**src/hw/rtl/iopb_pkg.sv**
```systemverilog
// Package: sizes, operation codes and shared types of the I/O permission bitmap.
`timescale 1ns / 1ps
package iopb_pkg;

  localparam int unsigned MAP_BYTES = 8192;
  localparam int unsigned MAP_WORDS = (MAP_BYTES + 7) / 8;
  localparam int unsigned MAP_PORTS = MAP_BYTES * 8;

  localparam int unsigned PORT_W    = 16;
  localparam int unsigned WORD_BITS = 64;
  localparam int unsigned BIT_W     = 6;
  localparam int unsigned WORD_AW   = (MAP_WORDS > 1) ? $clog2(MAP_WORDS) : 1;

  localparam logic [PORT_W:0]       MAP_PORTS_X   = (PORT_W + 1)'(MAP_PORTS);
  localparam logic [PORT_W-1:0]     MAP_LAST_PORT = PORT_W'(MAP_PORTS - 1);
  localparam logic [WORD_AW-1:0]    LAST_WORD     = WORD_AW'(MAP_WORDS - 1);
  localparam logic [BIT_W-1:0]      TOP_BIT       = BIT_W'(WORD_BITS - 1);

  localparam logic [1:0] OP_ALLOW    = 2'd0;
  localparam logic [1:0] OP_DENY     = 2'd1;
  localparam logic [1:0] OP_DENY_ALL = 2'd2;
  localparam logic [1:0] OP_QUERY    = 2'd3;

  typedef struct packed {
    logic                 rd_en;
    logic [WORD_AW-1:0]   rd_addr;
    logic                 wr_en;
    logic [WORD_AW-1:0]   wr_addr;
    logic [WORD_BITS-1:0] wr_data;
  } mem_req_t;

endpackage

```
**src/hw/rtl/iopb_word_unit.sv**
```systemverilog
// Shared word unit: builds the port mask for one bitmap word and merges it.
`timescale 1ns / 1ps
module iopb_word_unit (
  input  logic [iopb_pkg::WORD_AW-1:0]   word_idx,
  input  logic [iopb_pkg::PORT_W-1:0]    lo_port,
  input  logic [iopb_pkg::PORT_W-1:0]    hi_port,
  input  logic                           deny,
  input  logic [iopb_pkg::WORD_BITS-1:0] old_word,
  output logic [iopb_pkg::WORD_BITS-1:0] new_word
);
  import iopb_pkg::*;

  logic [WORD_AW-1:0]   lo_word;
  logic [WORD_AW-1:0]   hi_word;
  logic [BIT_W-1:0]     lo_bit;
  logic [BIT_W-1:0]     hi_bit;
  logic [WORD_BITS-1:0] mask;

  assign lo_word = WORD_AW'(lo_port[PORT_W-1:BIT_W]);
  assign hi_word = WORD_AW'(hi_port[PORT_W-1:BIT_W]);

  // inner words of the range take the whole word
  assign lo_bit = (word_idx == lo_word) ? lo_port[BIT_W-1:0] : '0;
  assign hi_bit = (word_idx == hi_word) ? hi_port[BIT_W-1:0] : TOP_BIT;

  assign mask = ({WORD_BITS{1'b1}} << lo_bit) & ({WORD_BITS{1'b1}} >> (TOP_BIT - hi_bit));

  assign new_word = deny ? (old_word | mask) : (old_word & ~mask);

endmodule

```
**config.mk**
```make
export PLATFORM = sky130hd
export DESIGN_NAME = iopb_word_unit
export DESIGN_NICKNAME = d
export VERILOG_FILES = /design/src/hw/rtl/iopb_pkg.sv /design/src/hw/rtl/iopb_word_unit.sv
export SDC_FILE = /design/constraint.sdc
export NUM_CORES = 1
export LEC_CHECK = 0
export BUFFER_PORTS_ARGS = -buffer_cell sky130_fd_sc_hd__buf_2
export CELL_PAD_IN_SITES_DETAIL_PLACEMENT = 1
export CELL_PAD_IN_SITES_GLOBAL_PLACEMENT = 2
export CORE_AREA = 5 5 112 114
export DETAILED_ROUTE_END_ITERATION = 12
export DIE_AREA = 0 0 117 119
export GPL_ROUTABILITY_DRIVEN = 0
export PLACE_DENSITY_LB_ADDON = 0.1
export SYNTH_ARGS = -nofsm -noshare
export SYNTH_HDL_FRONTEND = slang
export SYNTH_SLANG_ARGS = --single-unit
```
**constraint.sdc**
```tcl
create_clock -name vclk -period 3.5
set_clock_uncertainty 0.05 [all_clocks]
set_input_delay 0.35 -clock vclk [all_inputs]
set_output_delay 0.35 -clock vclk [all_outputs]
set_load 0.02 [all_outputs]
```
==> results.md, run 1 <==
- Data on the critical path arrives at its endpoint at 2.73 ns.
- After layout, the clock buffer instance count stands at 0.
- The first global-routing pass estimated 18.7 mm of wire.
- Setup violations remaining at the end of the flow were counted as 0.
- The number of buffers added for setup after CTS is 0.
- The max-slew violation count is 0.
- The number of unique standard cell types used by synthesis is 39.
- The layout-stage area growth over the synthesis result is 40.5%.
- The row count is 39.
- The per-cell via count in the routed design is 5.16.
- Post-CTS repair changed the size of 0 cells.
- The run finished with clean final reports.
- The DRC violations left is 0.
- The startpoint identified for the worst hold timing path is old_word[39].
- The number of input and output port buffers inserted is 171.
- The remaining number of nets flagged by the antenna check after routing is 0.
- Dividing the detail-routed wire length by the instance count gives 19.2 microns.
- The worst slew margin relative to its limit is 0.642.
- The number of global-route vias before repair was 3428.
- The final net count is 612.
- The overall die width is 117 microns.
- The category of the critical setup timing path is input port to primary output.
- The number of I/O pins is 171.
- The start point of the critical path is word_idx[0].
- Power spread over the standard cell area amounts to 106 mW/mm^2.
- The count of antenna diodes in the layout is 0.
- The pin count of the biggest net entering global routing is 38.
- For this design the static power due to leakage is 0.00146 uW.
- The type of element launching the critical path is an input port.
- The layout filler cell count is 1483.
- The final number of hold-violating endpoints is 0.
- The number of cells traversed by the worst hold path is 4.
- The number of hold buffers added after CTS was 0.
- The number of vias after detailed routing is 3334.
- The cell count after synthesis came out at 365.
- At the worst endpoint, the required time is 3.10 ns.
- The combined flip-flop and latch cell area is 0 sq um.
- The pre-antenna-repair detailed-routing pass consisted of 4 iterations.
- The min-delay analysis places its worst path in the category input port to primary output.
- The violation count after the first detailed-route iteration is 149.
- The synthesized area is 0.00232 sq mm.
- The routed wire length is 12.4 mm.
- The share of final-layout standard cells stronger than drive strength 1 is 0.475.
- The total negative slack for setup checks is 0 ns.
- The average instance in the mapped netlist occupies 6.35 sq um.
- Counting I/O delays and the setup requirement, the final critical path takes 3.13 ns.
- The total overflow left after global routing is 0.
- Across every metal layer, demand over resource in global routing totals 0.164.
- The count of warnings emitted by yosys is 0.
- Setup repair after global routing left no endpoint under its margin.
- There are 0 flip-flops and latches.
- The highest fanout seen on the critical path is 7.
- The number of antenna violations at the first check in global routing came to 0.
- Overall power consumption after layout is estimated at 344 uW.
- The ratio of final minimum period to clock period is 0.896.
- The total nets after synthesis is 472.
- The initial core utilization is 0.205.
- The die covers 0.0139 sq mm.
- The worst hold path terminates at new_word[39].
- The kind of capture point of the worst setup path is a primary output.
- The core box area is 0.0113 sq mm.
- The worst ir drop on vdd is 0.0000553 V.
- The tool flagged a number of max-cap violations equal to 0.
- For the pin with the worst max-slew slack, the measured transition is 0.535 ns.
- Of the synthesized area, sequential elements account for 0.
- The fmax is 0.319 GHz.
- The HPWL reported at the end of detailed placement is 9.70 mm.
- The die height is 119 microns.
[stage by stage]
stage	worst slack [ns]	instance area [sq um]	util	instances	hold WS [ns]
after floorplan	0.733	2320	-	365	0.839
after global placement	0.388	3260	0.288	646	0.978
after detailed placement	0.335	3260	0.288	646	0.982
after CTS	0.320	3260	0.288	646	0.984
after global routing	0.214	3260	0.288	646	1.01
final	0.365	3260	0.288	646	0.977
[cell usage after synthesis (3+ instances only)]
master,instances,share of area
sky130_fd_sc_hd__o31ai_1,7,0.023
sky130_fd_sc_hd__nand2_1,22,0.036
sky130_fd_sc_hd__o32ai_1,5,0.019
sky130_fd_sc_hd__o2bb2ai_1,3,0.011
sky130_fd_sc_hd__a21o_1,5,0.016
sky130_fd_sc_hd__or3_1,7,0.019
sky130_fd_sc_hd__o21ai_0,20,0.043
sky130_fd_sc_hd__clkbuf_1,34,0.055
sky130_fd_sc_hd__nor3_1,9,0.019
sky130_fd_sc_hd__nand2b_1,4,0.011
sky130_fd_sc_hd__a31oi_1,7,0.019
sky130_fd_sc_hd__and3_1,4,0.011
sky130_fd_sc_hd__o31a_1,3,0.011
sky130_fd_sc_hd__o22ai_1,24,0.065
sky130_fd_sc_hd__a21oi_1,42,0.091
sky130_fd_sc_hd__nand4_1,3,0.0081
sky130_fd_sc_hd__mux2_2,54,0.26
sky130_fd_sc_hd__or2_2,5,0.013
sky130_fd_sc_hd__xnor2_1,8,0.030
sky130_fd_sc_hd__buf_1,6,0.0097
sky130_fd_sc_hd__nor2b_1,9,0.024
sky130_fd_sc_hd__and2_1,6,0.016
sky130_fd_sc_hd__inv_1,4,0.0065
sky130_fd_sc_hd__xor2_1,12,0.045
sky130_fd_sc_hd__nor2_1,43,0.070
[layout make-up]
type                       instances  area [sq um]  share of cell area
multi-input combinational        320          2150               0.659
timing repair buffer             179           916               0.281
tap                              143           179              0.0549
inverter                           4          15.0             0.00461
[routing by layer]
metal / routed length [microns] / GRT usage
met1: 5680 / 0.229
met2: 5930 / 0.289
met5: 0 / 0
met4: 0 / 0.00502
met3: 806 / 0.0152
[cells in the final DEF, fill, tap and decap left out, types with 2 or more instances in the layout]
| cell | count |
|---|---|
| sky130_fd_sc_hd__buf_4 | 8 |
| sky130_fd_sc_hd__and3_1 | 4 |
| sky130_fd_sc_hd__nor3b_1 | 2 |
| sky130_fd_sc_hd__mux2_1 | 2 |
| sky130_fd_sc_hd__nand2b_1 | 4 |
| sky130_fd_sc_hd__xor2_1 | 12 |
| sky130_fd_sc_hd__a21oi_1 | 42 |
| sky130_fd_sc_hd__and2_1 | 6 |
| sky130_fd_sc_hd__or4_1 | 2 |
| sky130_fd_sc_hd__o21ai_0 | 20 |
| sky130_fd_sc_hd__mux2_2 | 54 |
| sky130_fd_sc_hd__o32ai_1 | 5 |
| sky130_fd_sc_hd__a22oi_1 | 2 |
| sky130_fd_sc_hd__o22ai_1 | 24 |
| sky130_fd_sc_hd__xnor2_1 | 8 |
| sky130_fd_sc_hd__nand4_1 | 3 |
| sky130_fd_sc_hd__buf_2 | 171 |
| sky130_fd_sc_hd__nor3_1 | 9 |
| sky130_fd_sc_hd__or3_1 | 7 |
| sky130_fd_sc_hd__inv_1 | 4 |
| sky130_fd_sc_hd__o31a_1 | 3 |
| sky130_fd_sc_hd__o2bb2ai_1 | 3 |
| sky130_fd_sc_hd__o31ai_1 | 7 |
| sky130_fd_sc_hd__or2_2 | 5 |
| sky130_fd_sc_hd__nand2_1 | 22 |
| sky130_fd_sc_hd__a31oi_1 | 7 |
| sky130_fd_sc_hd__nor4_1 | 2 |
| sky130_fd_sc_hd__nor2_1 | 43 |
| sky130_fd_sc_hd__nor2b_1 | 9 |
| sky130_fd_sc_hd__a21o_1 | 5 |
[worst max path at each step]
| stage | to | slack, ns | cells past startpoint |
|---|---|---|---|
| after detailed placement | new_word[2] | 0.33 | 8 |
| after floorplan | new_word[1] | 0.73 | 7 |
| after global routing | new_word[2] | 0.21 | 8 |
| after CTS | new_word[2] | 0.32 | 8 |
| after global placement | new_word[2] | 0.39 | 8 |
| final | new_word[2] | 0.37 | 8 |
[cell families after synthesis]
| group | after synthesis | synth area share |
|---|---|---|
| simple gates | 121 | 0.257 |
| mux | 56 | 0.272 |
| compound gates | 123 | 0.322 |
| buf+inv | 45 | 0.0734 |
| xor+xnor | 20 | 0.0756 |
[critical path: stages]
cell                      delay [ns]
sky130_fd_sc_hd__buf_2          0.12
sky130_fd_sc_hd__xnor2_1        0.16
sky130_fd_sc_hd__nand4_1        0.20
sky130_fd_sc_hd__or4_1          0.71
sky130_fd_sc_hd__or4_4          0.48
sky130_fd_sc_hd__o22ai_1        0.22
sky130_fd_sc_hd__mux2_1         0.34
sky130_fd_sc_hd__buf_2          0.16
[power breakdown]
part | switching (uW) | total [uW] | internal [uW]
Sequential | 0 | 0 | 0
Clock | 0 | 0 | 0
Combinational | 206 | 344 | 138
Total | 206 | 344 | 138
Power figures use the tool's default switching activity.
==> inputs of run 2 (changes only) <==
- GPL_TIMING_DRIVEN: unset -> 0
==> results.md, run 2 (synthesis gave the netlist of run 1 again) <==
- The run finished with clean final reports.
- The worst ir drop on vdd is 0.0000380 V.
- Of all nets on the critical path, the largest fanout is 10.
- The ratio of final minimum period to clock period is 0.928.
- In the layout the commonest cells are sky130_fd_sc_hd__buf_2 (170), sky130_fd_sc_hd__mux2_2 (54), sky130_fd_sc_hd__nor2_1 (43).
- Pin placement for this block handled 171 I/O pins.
- The number of hold-repair buffers added at the cts stage is 0.
- The internal portion of the total power is 142 uW.
- The share of total power dissipated in combinational logic is 1.000.
- The most frequent standard cell in the layout excluding fill and tap cells is sky130_fd_sc_hd__buf_2.
- The floorplan has 39 rows.
- The violation count after the first detailed-route iteration is 206.
- The actual transition at the worst max-transition pin is 0.670 ns.
- The worst hold path belongs to the class input port to primary output.
- In the final design database the tool counted 643 nets.
- The first-pass GRT wire length is 20.8 mm.
- In the routed design, unresolved DRC markers number 0.
- The final layout contains a sequential cell count of 0.
- The total area inside the core boundary comes to 0.0113 sq mm.
- The type of element launching the critical path is an input port.
- Along the worst hold path, the cell count comes to 4.
- Timing would allow up to 0.308 GHz.
- Summed over all failing endpoints, the final setup total negative slack is 0 ns.
- The clock tree buffer count of the final layout is 0.
- The count of antenna diodes in the layout is 0.
- The share of final-layout standard cells stronger than drive strength 1 is 0.431.
- At the end of the flow the core is filled with cells to 0.295.
- Setup repair after global routing left no endpoint under its margin.
- The final number of hold-violating endpoints is 0.
- The final critical-path required period is 3.25 ns.
- The required time reported for the critical path endpoint is 3.10 ns.
- Global routing finished with a remaining overflow of 0.
- The switching share of power is 0.605.
- Across every metal layer, demand over resource in global routing totals 0.187.
- The count of nets left with antenna violations once routing finished came out at 0.
- The number of global-route vias before repair is 3699.
- The category of the critical setup timing path is input port to primary output.
- The worst setup path is captured at a primary output.
- The layout-stage area growth over the synthesis result is 44.2%.
- After detailed routing, the total wire length is 13.7 mm.
- The clock share of power is 0.
- The number of vias after detailed routing is 3456.
- The count of final setup violators is 0.
- The endpoint of the worst hold path is new_word[39].
- After detailed routing, the average wire length per cell comes to 20.3 microns.
- The proportion of power drawn by flip-flops and latches is 0.
- The static leakage is 0.00147 uW.
- The die is 117 microns wide.
- The max-cap check violation count is 0.
- The HPWL reported at the end of detailed placement is 11.2 mm.
- The initial core utilization is 0.205.
- The first-pass iteration count of the detailed router is 4.
- Input and output buffers added on the ports amount to 168.
- Measured against its own limit, the worst slew margin works out to 0.552.
- The net switching power of the design is 218 uW.
- The power density relative to cell area is 108 mW/mm^2.
- The number of antenna violations at the first check in global routing is 0.
- The pin count of the biggest net entering global routing is 11.
- The combined flip-flop and latch cell area is 0 sq um.
- The number of buffers added for setup after CTS is 0.
- Measured along the y axis, the die boundary spans 119 microns.
- The die area is 0.0139 sq mm.
- The count of cells resized by post-cts repair is 0.
- The worst hold path begins at old_word[39].
- The max-slew violation count came to 0.
- In the routed layout, each cell is associated on average with a via count of 5.10.
- Data on the critical path arrives at its endpoint at 2.85 ns.
## run 2: layout make-up
class / instances / area (sq um)
fillers: 1504 / 7980
multi-input cells: 320 / 2150
repair buffers: 169 / 846
well taps: 143 / 179
plain buffers: 41 / 155
inverters: 4 / 15.0
## run 2: critical path: stages
cell	delay (ns)
sky130_fd_sc_hd__buf_2	0.12
sky130_fd_sc_hd__xor2_1	0.17
sky130_fd_sc_hd__or3_1	0.34
sky130_fd_sc_hd__or4_1	0.41
sky130_fd_sc_hd__buf_2	0.21
sky130_fd_sc_hd__buf_1	0.27
sky130_fd_sc_hd__o32ai_1	0.45
sky130_fd_sc_hd__mux2_2	0.38
sky130_fd_sc_hd__buf_2	0.16
## run 2: how the worst max path moves through the flow
stage | from | cells past startpoint | endpoint | slack [ns]
detailed placement | word_idx[1] | 9 | new_word[12] | 0.29
finish | word_idx[7] | 9 | new_word[12] | 0.25
CTS | word_idx[7] | 9 | new_word[12] | 0.27
floorplan | word_idx[7] | 7 | new_word[1] | 0.73
global placement | word_idx[3] | 7 | new_word[42] | 0.22
global route | word_idx[0] | 9 | new_word[12] | 0.06
## run 2: metal layers
layer | vias to the layer above | part of all wire | global-route usage
met5 | - | 0 | 0
met4 | 0 | 0.0085 | 0.0186
met3 | 6 | 0.070 | 0.0117
met2 | 133 | 0.47 | 0.324
met1 | 1627 | 0.45 | 0.262
li1 | 1690 | - | -
## run 2: per-stage QoR
step	power, uW	area, sq um	cells	setup WS, ns	hold slack [ns]
2_1_floorplan	202	2320	365	0.733	0.839
3_3_place_gp	357	3340	676	0.223	0.976
3_5_place_dp	361	3340	677	0.292	0.979
4_1_cts	363	3340	677	0.271	0.982
5_1_grt	393	3340	677	0.0624	1.01
6_report	360	3340	677	0.250	0.974
## run 2: power by group through the flow
stage	registers [uW]	clock network (uW)	logic, uW
after global routing	0	0	393
final	0	0	360
after global placement	0	0	357
after floorplan	0	0	202
after detailed placement	0	0	361
after CTS	0	0	363
